<file path="src/lslf_pkg.sv">
// Shared constants, codes and controller/datapath interface types for the line fit block.
// No dependencies; every other file refers to it by scoped names.
package lslf_pkg;

   // Point count limit of one set; the count register is sized from it.
   localparam int MAX_POINTS = 1024;

   localparam int X_W      = 16;
   localparam int CNT_W    = $clog2(MAX_POINTS + 1);
   localparam int SUM1_W   = 32;
   localparam int SUM2_W   = 48;
   localparam int B_W      = SUM1_W + 1;
   localparam int ACC_W    = 88;
   localparam int DEN_W    = 64;
   localparam int RES_W    = 32;
   localparam int DCNT_W   = $clog2(ACC_W + 1);
   localparam int STATUS_W = 2;

   localparam int SLOPE_SHIFT = 16;
   localparam int ICPT_SHIFT  = 8;

   localparam logic [STATUS_W-1:0] STATUS_OK       = STATUS_W'(0);
   localparam logic [STATUS_W-1:0] STATUS_SINGULAR = STATUS_W'(1);
   localparam logic [STATUS_W-1:0] STATUS_OVERFLOW = STATUS_W'(2);

   // Operand pairs of the serial multiplier: multiplicand first, multiplier second.
   localparam int PAIR_W = 3;
   localparam logic [PAIR_W-1:0] PAIR_SXX_N  = PAIR_W'(0);
   localparam logic [PAIR_W-1:0] PAIR_SX_SX  = PAIR_W'(1);
   localparam logic [PAIR_W-1:0] PAIR_SXY_N  = PAIR_W'(2);
   localparam logic [PAIR_W-1:0] PAIR_SY_SX  = PAIR_W'(3);
   localparam logic [PAIR_W-1:0] PAIR_SXX_SY = PAIR_W'(4);
   localparam logic [PAIR_W-1:0] PAIR_SXY_SX = PAIR_W'(5);

   typedef struct packed {
      logic                accum;
      logic                clear_sums;
      logic                acc_clear;
      logic                mul_load;
      logic [PAIR_W-1:0]   pair;
      logic                mul_step;
      logic                den_save;
      logic                div_load;
      logic                div_shift8;
      logic                div_step;
      logic                div_round;
      logic                save_slope;
      logic                save_icpt;
      logic                out_load;
      logic [STATUS_W-1:0] out_status;
   } lslf_cmd_type;

   typedef struct packed {
      logic mul_done;
      logic div_done;
      logic den_zero;
      logic overflow;
   } lslf_stat_type;

endpackage

</file>
<file path="src/lslf_ctrl.sv">
// Sequencer of the line fit: accumulation phase, determinant products, divisions, result.
// Depends on lslf_pkg for codes and the command/status structs.
module lslf_ctrl (
   input  logic                   clock,
   input  logic                   reset,
   input  logic                   req_valid,
   input  logic                   req_last_point,
   output logic                   req_ready,
   output logic                   rsp_valid,
   input  logic                   rsp_ready,
   input  lslf_pkg::lslf_stat_type stat,
   output lslf_pkg::lslf_cmd_type  cmd
);

   localparam logic [3:0] ST_ACCUM = 4'd0;
   localparam logic [3:0] ST_CHECK = 4'd1;
   localparam logic [3:0] ST_D1    = 4'd2;
   localparam logic [3:0] ST_D2    = 4'd3;
   localparam logic [3:0] ST_DCHK  = 4'd4;
   localparam logic [3:0] ST_K1    = 4'd5;
   localparam logic [3:0] ST_K2    = 4'd6;
   localparam logic [3:0] ST_KDIV  = 4'd7;
   localparam logic [3:0] ST_KRND  = 4'd8;
   localparam logic [3:0] ST_KSAT  = 4'd9;
   localparam logic [3:0] ST_B1    = 4'd10;
   localparam logic [3:0] ST_B2    = 4'd11;
   localparam logic [3:0] ST_BDIV  = 4'd12;
   localparam logic [3:0] ST_BRND  = 4'd13;
   localparam logic [3:0] ST_BSAT  = 4'd14;
   localparam logic [3:0] ST_OUT   = 4'd15;

   logic [3:0]                    state_ff, state_in;
   logic [lslf_pkg::STATUS_W-1:0] status_ff, status_in;
   logic                          rsp_valid_ff, rsp_valid_in;

   always_comb begin
      cmd       = '0;
      state_in  = state_ff;
      status_in = status_ff;
      req_ready = (state_ff == ST_ACCUM);
      unique case (state_ff)
         ST_ACCUM: begin
            if (req_valid) begin
               cmd.accum = 1'b1;
               if (req_last_point) state_in = ST_CHECK;
            end
         end
         ST_CHECK: begin
            if (stat.overflow) begin
               status_in = lslf_pkg::STATUS_OVERFLOW;
               state_in  = ST_OUT;
            end else begin
               cmd.acc_clear = 1'b1;
               cmd.mul_load  = 1'b1;
               cmd.pair      = lslf_pkg::PAIR_SXX_N;
               state_in      = ST_D1;
            end
         end
         ST_D1: begin
            if (stat.mul_done) begin
               cmd.mul_load = 1'b1;
               cmd.pair     = lslf_pkg::PAIR_SX_SX;
               state_in     = ST_D2;
            end else cmd.mul_step = 1'b1;
         end
         ST_D2: begin
            if (stat.mul_done) begin
               cmd.den_save = 1'b1;
               state_in     = ST_DCHK;
            end else cmd.mul_step = 1'b1;
         end
         ST_DCHK: begin
            if (stat.den_zero) begin
               status_in = lslf_pkg::STATUS_SINGULAR;
               state_in  = ST_OUT;
            end else begin
               cmd.acc_clear = 1'b1;
               cmd.mul_load  = 1'b1;
               cmd.pair      = lslf_pkg::PAIR_SXY_N;
               state_in      = ST_K1;
            end
         end
         ST_K1: begin
            if (stat.mul_done) begin
               cmd.mul_load = 1'b1;
               cmd.pair     = lslf_pkg::PAIR_SY_SX;
               state_in     = ST_K2;
            end else cmd.mul_step = 1'b1;
         end
         ST_K2: begin
            if (stat.mul_done) begin
               cmd.div_load   = 1'b1;
               cmd.div_shift8 = 1'b0;
               state_in       = ST_KDIV;
            end else cmd.mul_step = 1'b1;
         end
         ST_KDIV: begin
            if (stat.div_done) state_in = ST_KRND;
            else cmd.div_step = 1'b1;
         end
         ST_KRND: begin
            cmd.div_round = 1'b1;
            state_in      = ST_KSAT;
         end
         ST_KSAT: begin
            cmd.save_slope = 1'b1;
            cmd.acc_clear  = 1'b1;
            cmd.mul_load   = 1'b1;
            cmd.pair       = lslf_pkg::PAIR_SXX_SY;
            state_in       = ST_B1;
         end
         ST_B1: begin
            if (stat.mul_done) begin
               cmd.mul_load = 1'b1;
               cmd.pair     = lslf_pkg::PAIR_SXY_SX;
               state_in     = ST_B2;
            end else cmd.mul_step = 1'b1;
         end
         ST_B2: begin
            if (stat.mul_done) begin
               cmd.div_load   = 1'b1;
               cmd.div_shift8 = 1'b1;
               state_in       = ST_BDIV;
            end else cmd.mul_step = 1'b1;
         end
         ST_BDIV: begin
            if (stat.div_done) state_in = ST_BRND;
            else cmd.div_step = 1'b1;
         end
         ST_BRND: begin
            cmd.div_round = 1'b1;
            state_in      = ST_BSAT;
         end
         ST_BSAT: begin
            cmd.save_icpt = 1'b1;
            status_in     = lslf_pkg::STATUS_OK;
            state_in      = ST_OUT;
         end
         ST_OUT: begin
            // hold until the output register is free
            if (!rsp_valid_ff || rsp_ready) begin
               cmd.out_load   = 1'b1;
               cmd.out_status = status_ff;
               cmd.clear_sums = 1'b1;
               state_in       = ST_ACCUM;
            end
         end
         default: state_in = ST_ACCUM;
      endcase
   end

   always_comb begin
      rsp_valid_in = rsp_valid_ff;
      priority if (cmd.out_load) rsp_valid_in = 1'b1;
      else if (rsp_ready)        rsp_valid_in = 1'b0;
   end

   assign rsp_valid = rsp_valid_ff;

   always_ff @(posedge clock) begin
      if (reset) begin
         state_ff     <= ST_ACCUM;
         status_ff    <= lslf_pkg::STATUS_OK;
         rsp_valid_ff <= 1'b0;
      end else begin
         state_ff     <= state_in;
         status_ff    <= status_in;
         rsp_valid_ff <= rsp_valid_in;
      end
   end

endmodule

</file>
<file path="src/lslf_datapath.sv">
// Datapath of the line fit: point accumulators, shift-add multiplier, restoring divider,
// rounding and saturation, and the result register. Depends on lslf_pkg.
module lslf_datapath (
   input  logic                               clock,
   input  logic                               reset,
   input  lslf_pkg::lslf_cmd_type              cmd,
   output lslf_pkg::lslf_stat_type             stat,
   input  logic signed [lslf_pkg::X_W-1:0]     x_value,
   input  logic signed [lslf_pkg::X_W-1:0]     y_value,
   output logic signed [lslf_pkg::RES_W-1:0]   slope,
   output logic signed [lslf_pkg::RES_W-1:0]   intercept,
   output logic        [lslf_pkg::STATUS_W-1:0] status
);

   localparam int ACC_W = lslf_pkg::ACC_W;
   localparam int DEN_W = lslf_pkg::DEN_W;
   localparam int RES_W = lslf_pkg::RES_W;
   localparam logic [ACC_W-1:0] LIM_POS = ACC_W'({1'b0, {(RES_W-1){1'b1}}});
   localparam logic [ACC_W-1:0] LIM_NEG = ACC_W'({1'b1, {(RES_W-1){1'b0}}});

   // accumulators
   logic        [lslf_pkg::CNT_W-1:0]  count_ff, count_in;
   logic                               overflow_ff, overflow_in;
   logic signed [lslf_pkg::SUM1_W-1:0] sum_x_ff, sum_x_in, sum_y_ff, sum_y_in;
   logic signed [lslf_pkg::SUM2_W-1:0] sum_xx_ff, sum_xx_in, sum_xy_ff, sum_xy_in;
   logic signed [2*lslf_pkg::X_W-1:0]  xx, xy;

   // multiplier and divider
   logic signed [ACC_W-1:0]            acc_ff, acc_in, mcand_ff, mcand_in;
   logic        [lslf_pkg::SUM1_W-1:0] mplier_ff, mplier_in;
   logic signed [ACC_W-1:0]            op_a, a_eff;
   logic signed [lslf_pkg::B_W-1:0]    op_b, b_abs;
   logic                               op_sub;
   logic        [DEN_W-1:0]            den_ff, den_in;
   logic        [ACC_W-1:0]            quo_ff, quo_in, acc_u, acc_mag;
   logic        [DEN_W-1:0]            rem_ff, rem_in;
   logic                               neg_ff, neg_in;
   logic        [lslf_pkg::DCNT_W-1:0] dcnt_ff, dcnt_in;
   logic        [DEN_W:0]              rem_shift, den_ext;
   logic                               rem_ge;
   logic        [ACC_W-1:0]            limit;
   logic        [RES_W-1:0]            mq, sat_val;

   // results
   logic [RES_W-1:0]              slope_res_ff, slope_res_in, icpt_res_ff, icpt_res_in;
   logic [RES_W-1:0]              rsp_slope_ff, rsp_slope_in, rsp_icpt_ff, rsp_icpt_in;
   logic [lslf_pkg::STATUS_W-1:0] rsp_status_ff, rsp_status_in;

   assign xx = x_value * x_value;
   assign xy = x_value * y_value;

   always_comb begin
      count_in    = count_ff;
      overflow_in = overflow_ff;
      sum_x_in    = sum_x_ff;
      sum_y_in    = sum_y_ff;
      sum_xx_in   = sum_xx_ff;
      sum_xy_in   = sum_xy_ff;
      priority if (cmd.clear_sums) begin
         count_in    = '0;
         overflow_in = 1'b0;
         sum_x_in    = '0;
         sum_y_in    = '0;
         sum_xx_in   = '0;
         sum_xy_in   = '0;
      end else if (cmd.accum) begin
         if (count_ff < lslf_pkg::CNT_W'(lslf_pkg::MAX_POINTS)) begin
            count_in  = count_ff + lslf_pkg::CNT_W'(1);
            sum_x_in  = sum_x_ff + lslf_pkg::SUM1_W'(x_value);
            sum_y_in  = sum_y_ff + lslf_pkg::SUM1_W'(y_value);
            sum_xx_in = sum_xx_ff + lslf_pkg::SUM2_W'(xx);
            sum_xy_in = sum_xy_ff + lslf_pkg::SUM2_W'(xy);
         end else begin
            overflow_in = 1'b1;
         end
      end
   end

   // operand selection; the second product of each determinant subtracts
   always_comb begin
      op_a   = '0;
      op_b   = '0;
      op_sub = 1'b0;
      unique case (cmd.pair)
         lslf_pkg::PAIR_SXX_N: begin
            op_a = ACC_W'(sum_xx_ff);
            op_b = $signed({{(lslf_pkg::B_W-lslf_pkg::CNT_W){1'b0}}, count_ff});
         end
         lslf_pkg::PAIR_SX_SX: begin
            op_a   = ACC_W'(sum_x_ff);
            op_b   = lslf_pkg::B_W'(sum_x_ff);
            op_sub = 1'b1;
         end
         lslf_pkg::PAIR_SXY_N: begin
            op_a = ACC_W'(sum_xy_ff);
            op_b = $signed({{(lslf_pkg::B_W-lslf_pkg::CNT_W){1'b0}}, count_ff});
         end
         lslf_pkg::PAIR_SY_SX: begin
            op_a   = ACC_W'(sum_y_ff);
            op_b   = lslf_pkg::B_W'(sum_x_ff);
            op_sub = 1'b1;
         end
         lslf_pkg::PAIR_SXX_SY: begin
            op_a = ACC_W'(sum_xx_ff);
            op_b = lslf_pkg::B_W'(sum_y_ff);
         end
         lslf_pkg::PAIR_SXY_SX: begin
            op_a   = ACC_W'(sum_xy_ff);
            op_b   = lslf_pkg::B_W'(sum_x_ff);
            op_sub = 1'b1;
         end
         default: begin
            op_a   = '0;
            op_b   = '0;
            op_sub = 1'b0;
         end
      endcase
      b_abs = op_b[lslf_pkg::B_W-1] ? -op_b : op_b;
      a_eff = (op_sub ^ op_b[lslf_pkg::B_W-1]) ? -op_a : op_a;
   end

   // divider helpers
   always_comb begin
      acc_u     = acc_ff;
      acc_mag   = acc_ff[ACC_W-1] ? ('0 - acc_u) : acc_u;
      den_ext   = {1'b0, den_ff};
      rem_shift = {rem_ff, quo_ff[ACC_W-1]};
      rem_ge    = (rem_shift >= den_ext);
      limit     = neg_ff ? LIM_NEG : LIM_POS;
      mq        = (quo_ff > limit) ? limit[RES_W-1:0] : quo_ff[RES_W-1:0];
      sat_val   = neg_ff ? ('0 - mq) : mq;
   end

   always_comb begin
      acc_in       = acc_ff;
      mcand_in     = mcand_ff;
      mplier_in    = mplier_ff;
      den_in       = den_ff;
      quo_in       = quo_ff;
      rem_in       = rem_ff;
      neg_in       = neg_ff;
      dcnt_in      = dcnt_ff;
      slope_res_in = slope_res_ff;
      icpt_res_in  = icpt_res_ff;

      if (cmd.acc_clear) acc_in = '0;
      if (cmd.mul_load) begin
         mcand_in  = a_eff;
         mplier_in = b_abs[lslf_pkg::SUM1_W-1:0];
      end else if (cmd.mul_step) begin
         if (mplier_ff[0]) acc_in = acc_ff + mcand_ff;
         mcand_in  = mcand_ff << 1;
         mplier_in = mplier_ff >> 1;
      end

      if (cmd.den_save) den_in = acc_ff[DEN_W-1:0];

      priority if (cmd.div_load) begin
         neg_in  = acc_ff[ACC_W-1];
         quo_in  = cmd.div_shift8 ? (acc_mag << lslf_pkg::ICPT_SHIFT)
                                  : (acc_mag << lslf_pkg::SLOPE_SHIFT);
         rem_in  = '0;
         dcnt_in = lslf_pkg::DCNT_W'(ACC_W);
      end else if (cmd.div_step) begin
         rem_in  = rem_ge ? DEN_W'(rem_shift - den_ext) : rem_shift[DEN_W-1:0];
         quo_in  = {quo_ff[ACC_W-2:0], rem_ge};
         dcnt_in = dcnt_ff - lslf_pkg::DCNT_W'(1);
      end else if (cmd.div_round) begin
         // round half away from zero on the magnitude
         if ({rem_ff, 1'b0} >= den_ext) quo_in = quo_ff + ACC_W'(1);
      end

      if (cmd.save_slope) slope_res_in = sat_val;
      if (cmd.save_icpt)  icpt_res_in  = sat_val;
   end

   always_comb begin
      rsp_slope_in  = rsp_slope_ff;
      rsp_icpt_in   = rsp_icpt_ff;
      rsp_status_in = rsp_status_ff;
      if (cmd.out_load) begin
         rsp_status_in = cmd.out_status;
         rsp_slope_in  = (cmd.out_status == lslf_pkg::STATUS_OK) ? slope_res_ff : '0;
         rsp_icpt_in   = (cmd.out_status == lslf_pkg::STATUS_OK) ? icpt_res_ff : '0;
      end
   end

   always_ff @(posedge clock) begin
      if (reset) begin
         count_ff    <= '0;
         overflow_ff <= 1'b0;
         sum_x_ff    <= '0;
         sum_y_ff    <= '0;
         sum_xx_ff   <= '0;
         sum_xy_ff   <= '0;
         mplier_ff   <= '0;
         dcnt_ff     <= '0;
      end else begin
         count_ff    <= count_in;
         overflow_ff <= overflow_in;
         sum_x_ff    <= sum_x_in;
         sum_y_ff    <= sum_y_in;
         sum_xx_ff   <= sum_xx_in;
         sum_xy_ff   <= sum_xy_in;
         mplier_ff   <= mplier_in;
         dcnt_ff     <= dcnt_in;
      end
   end

   always_ff @(posedge clock) begin
      acc_ff        <= acc_in;
      mcand_ff      <= mcand_in;
      den_ff        <= den_in;
      quo_ff        <= quo_in;
      rem_ff        <= rem_in;
      neg_ff        <= neg_in;
      slope_res_ff  <= slope_res_in;
      icpt_res_ff   <= icpt_res_in;
      rsp_slope_ff  <= rsp_slope_in;
      rsp_icpt_ff   <= rsp_icpt_in;
      rsp_status_ff <= rsp_status_in;
   end

   assign stat.mul_done = (mplier_ff == '0);
   assign stat.div_done = (dcnt_ff == '0);
   assign stat.den_zero = (den_ff == '0);
   assign stat.overflow = overflow_ff;

   assign slope     = rsp_slope_ff;
   assign intercept = rsp_icpt_ff;
   assign status    = rsp_status_ff;

endmodule

</file>
<file path="src/least_squares_line_fit.sv">
// Least-squares line fit: one point per cycle is summed; the last point starts the fit.
// The fit runs on the shift-add multiplier (six products, two per determinant) and the
// restoring divider (88 steps plus done, round and saturate, run twice); a singular set
// stops after the D determinant, and a set over MAX_POINTS goes straight to the result.
// Throughput: one point beat per cycle while summing, none during the fit.
// Reset: synchronous, clears sums, sequencer and output valid.
module least_squares_line_fit (
   input  logic                                clock,
   input  logic                                reset,
   input  logic                                req_valid,
   output logic                                req_ready,
   input  logic signed [lslf_pkg::X_W-1:0]      req_x_value,
   input  logic signed [lslf_pkg::X_W-1:0]      req_y_value,
   input  logic                                req_last_point,
   output logic                                rsp_valid,
   input  logic                                rsp_ready,
   output logic signed [lslf_pkg::RES_W-1:0]    rsp_slope,
   output logic signed [lslf_pkg::RES_W-1:0]    rsp_intercept,
   output logic        [lslf_pkg::STATUS_W-1:0] rsp_status
);

   // Command and status between sequencer and datapath.
   lslf_pkg::lslf_cmd_type  cmd;
   lslf_pkg::lslf_stat_type stat;

   // Sequencer: takes point beats, then walks D, K and B products and both divisions,
   // and parks the result in the output register once it is free.
   lslf_ctrl u_ctrl (
      .clock          (clock),
      .reset          (reset),
      .req_valid      (req_valid),
      .req_last_point (req_last_point),
      .req_ready      (req_ready),
      .rsp_valid      (rsp_valid),
      .rsp_ready      (rsp_ready),
      .stat           (stat),
      .cmd            (cmd)
   );

   // Datapath: sums, serial multiply-accumulate, divider, saturation, result register.
   lslf_datapath u_datapath (
      .clock     (clock),
      .reset     (reset),
      .cmd       (cmd),
      .stat      (stat),
      .x_value   (req_x_value),
      .y_value   (req_y_value),
      .slope     (rsp_slope),
      .intercept (rsp_intercept),
      .status    (rsp_status)
   );

   // Never overwrite a result beat that is still waiting.
   assert property (@(posedge clock) disable iff (reset)
      cmd.out_load |-> (!rsp_valid || rsp_ready))
      else $error("result register loaded while a beat is pending");

   // A taken result beat with no new load drops valid.
   assert property (@(posedge clock) disable iff (reset)
      (rsp_valid && rsp_ready && !cmd.out_load) |=> !rsp_valid)
      else $error("result beat repeated");

   // The last point of a set stops intake for the fit.
   assert property (@(posedge clock) disable iff (reset)
      (req_valid && req_ready && req_last_point) |=> !req_ready)
      else $error("point taken during fit");

   // Error results carry zero slope and intercept.
   assert property (@(posedge clock) disable iff (reset)
      (rsp_valid && rsp_status != lslf_pkg::STATUS_OK)
         |-> (rsp_slope == 0 && rsp_intercept == 0))
      else $error("nonzero fit on error status");

endmodule
</file>
<file path="config.mk">
export PLATFORM = sky130hd
export DESIGN_NAME = least_squares_line_fit
export DESIGN_NICKNAME = d
export VERILOG_FILES = /design/src/lslf_pkg.sv /design/src/lslf_ctrl.sv /design/src/lslf_datapath.sv /design/src/least_squares_line_fit.sv
export SDC_FILE = /design/constraint.sdc
export NUM_CORES = 2
export LEC_CHECK = 0
export BUFFER_PORTS_ARGS = -buffer_cell sky130_fd_sc_hd__buf_2
export CORE_MARGIN = 2
export CORE_UTILIZATION = 30
export CTS_CLUSTER_DIAMETER = 40
export DETAILED_ROUTE_END_ITERATION = 10
export MAX_ROUTING_LAYER = met4
export PLACE_DENSITY = 0.52
export SYNTH_ARGS = -nofsm -noshare
export SYNTH_HDL_FRONTEND = slang
export SYNTH_SLANG_ARGS = --single-unit
export TNS_END_PERCENT = 50
</file>
<file path="constraint.sdc">
create_clock -name clock -period 11 [get_ports clock]
set_input_delay 0.55 -clock clock [delete_from_list [all_inputs] [get_ports clock]]
set_output_delay 0.55 -clock clock [all_outputs]
set_load 0.05 [all_outputs]
</file>
==> results.py <==
metrics = {
    "sta": {
        "tightest_slew_ns": 1.30,
        "period_needed_ns": 8.07,
        "fmax_mhz": 124,
        "finalSetupTns_ns": 0,
        "rsz0062_at_grt": "no",
        "relSlewSlack_pct": 13.6,
        "fin_crit_sh_pct": 73.3,
        "hold_viol_final": 0,
        "fin_skew_ns": 0.0339,
        "drv_slew": 0,
        "setup_viol": 0,
    },
    "logic_synthesis": {
        "synth_top_cell_by_area": "fa_1",
        "ys.flop_type": "edfxtp_1",
        "synth_edf_count": 371,
        "ys_top_cells_by_count": "nand2_1, inv_1, fa_1, a21oi_1, o21ai_0",
        "synthCells": 8500,
        "netlist_area_um2": 74000,
        "ys_types": 86,
        "synthTopCellsByArea": "fa_1, edfxtp_1, dfxtp_1, ha_1, nand2_1",
        "yosys.cell_count.top_type": "nand2_1",
        "async_flop_share_pct": 0,
        "syn_nets": 9764,
        "synth-seq-cells": 741,
        "ys_warn_count": 0,
        "synth_top_area_share_pct": 18.7,
        "synth.avg_cell_area_um2": 8.70,
        "ys_seq_area_share_pct": 25.1,
    },
    "worst_setup_path": {
        "max_stage_delay_ns": 0.88,
        "critPathKind": "input port to flop",
        "crit_fanout": 47,
        "worst_path_most_repeated_cell": "fa_1",
        "crit_chain": "buf_2 -> buf_4 -> and2_1 -> fa_2 -> inv_1 -> fa_1 -> fa_1 -> fa_1 -> fa_1 -> fa_1 -> inv_1 -> ha_1 -> a21o_1 -> a21o_1 -> a21o_1 -> a21o_1 -> a221oi_1 -> o21ai_0 -> a221o_1 -> or4_1 -> and3_1",
        "cp.required_ns": 11.66,
        "cp_num_cells": 21,
        "cp_num_buf_inv": 4,
        "r2r_slack_ns": 3.66,
        "arrival_ns": 8.73,
        "worst_path_max_delay_cell": "fa_1",
        "cp-start-kind": "input port",
        "cp-end-kind": "flop",
        "crit_family": "adder cells",
        "reg2reg_depth": 13,
    },
    "flow_run": {
        "maxCapViolations": 0,
    },
    "global_route": {
        "grt_first_pass_wirelength_um": 356000,
        "track_usage_pct": 18.4,
        "grt_remaining_overflow": 0,
        "grt_max_degree": 156,
        "grt_pass1_vias": 61200,
        "antenna_found_initial": 6,
    },
    "floorplan": {
        "die_h_um": 501,
        "die_x_um": 501,
        "rows": 182,
        "die_area_um2": 251000,
        "core_area_um2": 245000,
        "initial_core_util_pct": 30.1,
        "io_pins": 105,
    },
    "clocking": {
        "cts_setup_buffers": 0,
        "clock_latency_ns": 0.78,
        "ctsLongestPathBuffers": 3,
        "clk_pin_slew_ns": 0.05,
        "cts_root_buf": "clkbuf_16",
        "cts_num_sinks": 741,
        "cts_resized": 0,
        "cts_tree": "yes",
        "cts-buffers-inserted": 143,
        "htreeDepth": 4,
        "ctsHoldBuffers": 0,
    },
    "final_layout": {
        "drive_gt1_share_pct": 6.23,
        "postLayoutCoreUtil_pct": 33.7,
        "syn_to_final_growth_pct": 11.9,
        "num-nets-final": 9666,
    },
    "detailed_routing": {
        "wl_per_cell_um": 19.3,
        "viasPerCell": 5.16,
        "first_iter_violations": 4360,
        "ant_nets": 0,
        "wirelength_um": 226000,
        "post-route-drc-count": 0,
        "vias": 60600,
        "drtPass1Iterations": 7,
    },
    "placement": {
        "dpl.hpwl_um": 174000,
        "io_buffers": 104,
        "routabilityCongestion": 0.932,
    },
    "run_status": {
        "status": "completed",
    },
    "min_path": {
        "hold_path_depth": 3,
        "hold_path_class": "input port to flop",
    },
}
[cell families after synthesis]
kind of cell,after synthesis,synth area share (%)
flip-flops,741,25.1
multiplexers,19,0.259
adder cells (fa/ha/maj),1227,27.8
XOR/XNOR,483,5.72
AND/OR/NAND/NOR,2504,16.1
buffers and inverters,1433,7.28
AO/OA/AOI/OAI,2093,17.8
[final timing paths]
| kind | from | end |
|---|---|---|
| setup / recovery | req_x_value[15] | u_datapath.sum_xx_ff[47] |
| hold / removal | req_valid | u_datapath.overflow_ff |
| setup reg to reg | u_datapath.den_ff[50] | u_datapath.mcand_ff[69] |
| hold reg to reg | u_datapath.acc_ff[81] | u_datapath.acc_ff[81] |
[flip-flops by register name, indices dropped and copies added, names as in the netlist, 32 cells and up]
| name | count |
|---|---|
| u_datapath.sum_xx_ff | 48 |
| u_datapath.slope_res_ff | 32 |
| u_datapath.sum_y_ff | 32 |
| u_datapath.icpt_res_ff | 32 |
| u_datapath.mplier_ff | 32 |
| u_datapath.rem_ff | 64 |
| u_datapath.den_ff | 64 |
| u_datapath.acc_ff | 88 |
| u_datapath.mcand_ff | 88 |
| u_datapath.slope | 32 |
| u_datapath.intercept | 32 |
| u_datapath.sum_x_ff | 32 |
| u_datapath.sum_xy_ff | 48 |
| u_datapath.quo_ff | 88 |
[routing by layer]
layer,global-route usage [%],share of wire [%],vias up
li1,-,-,29100
met1,24.8,47,29400
met2,28.5,44,1749
met3,2.75,5.9,352
met4,5.60,2.9,0
met5,-,0,-
[worst reg2reg max path, delay by kind of cell (launching register included)]
kind | cells | cell delay, ns
flops | 1 | 0.51
compound gates | 4 | 2.55
buf+inv | 1 | 0.30
simple gates | 8 | 3.70
[metrics by stage]
step / cells / worst slack [ns] / hold slack [ns] / instance area, um2
detailed placement: 11500 / 2.13 / 0.451 / 77700
floorplan: 8500 / 1.80 / 0.406 / 74000
finish: 11700 / 2.93 / 0.203 / 82700
global route: 11700 / 2.44 / 0.215 / 82700
CTS: 11700 / 2.97 / 0.121 / 82700
global placement: 11500 / 2.14 / 0.442 / 77700
[placed cells by master (no fill, tap or decap), types with 25 or more instances in the layout]
cell	instances
nand2_1	1014
inv_1	992
fa_1	688
a21oi_1	602
o21ai_0	562
ha_1	537
nor2_1	408
edfxtp_1	371
dfxtp_1	369
xnor2_1	264
and2_1	263
xor2_1	219
a21o_1	218
nand3_1	165
clkbuf_16	149
nor3_1	124
nand4_1	112
buf_2	104
buf_4	87
nor4_1	72
a22oi_1	70
a31oi_1	69
a211oi_1	68
or3_1	60
and3_1	57
o31ai_1	55
nor2b_1	54
nand2b_1	48
o21a_1	48
a22o_1	46
o21bai_1	44
a222oi_1	39
o221ai_1	37
or4_1	28
a221oi_1	27
or2_2	25
[layout make-up]
cell class | count | area, um2
multi-input cells | 6326 | 50200
repair buffers | 193 | 1210
flip-flops and latches | 741 | 18500
diodes | 4 | 10.0
fillers | 25400 | 163000
clock inverters | 97 | 1150
clock buffers | 167 | 3860
well taps | 3220 | 4030
inverters | 997 | 3740
Power is not shown: default switching activity piles up to over one toggle a cycle in this logic, so the estimate is an artifact.
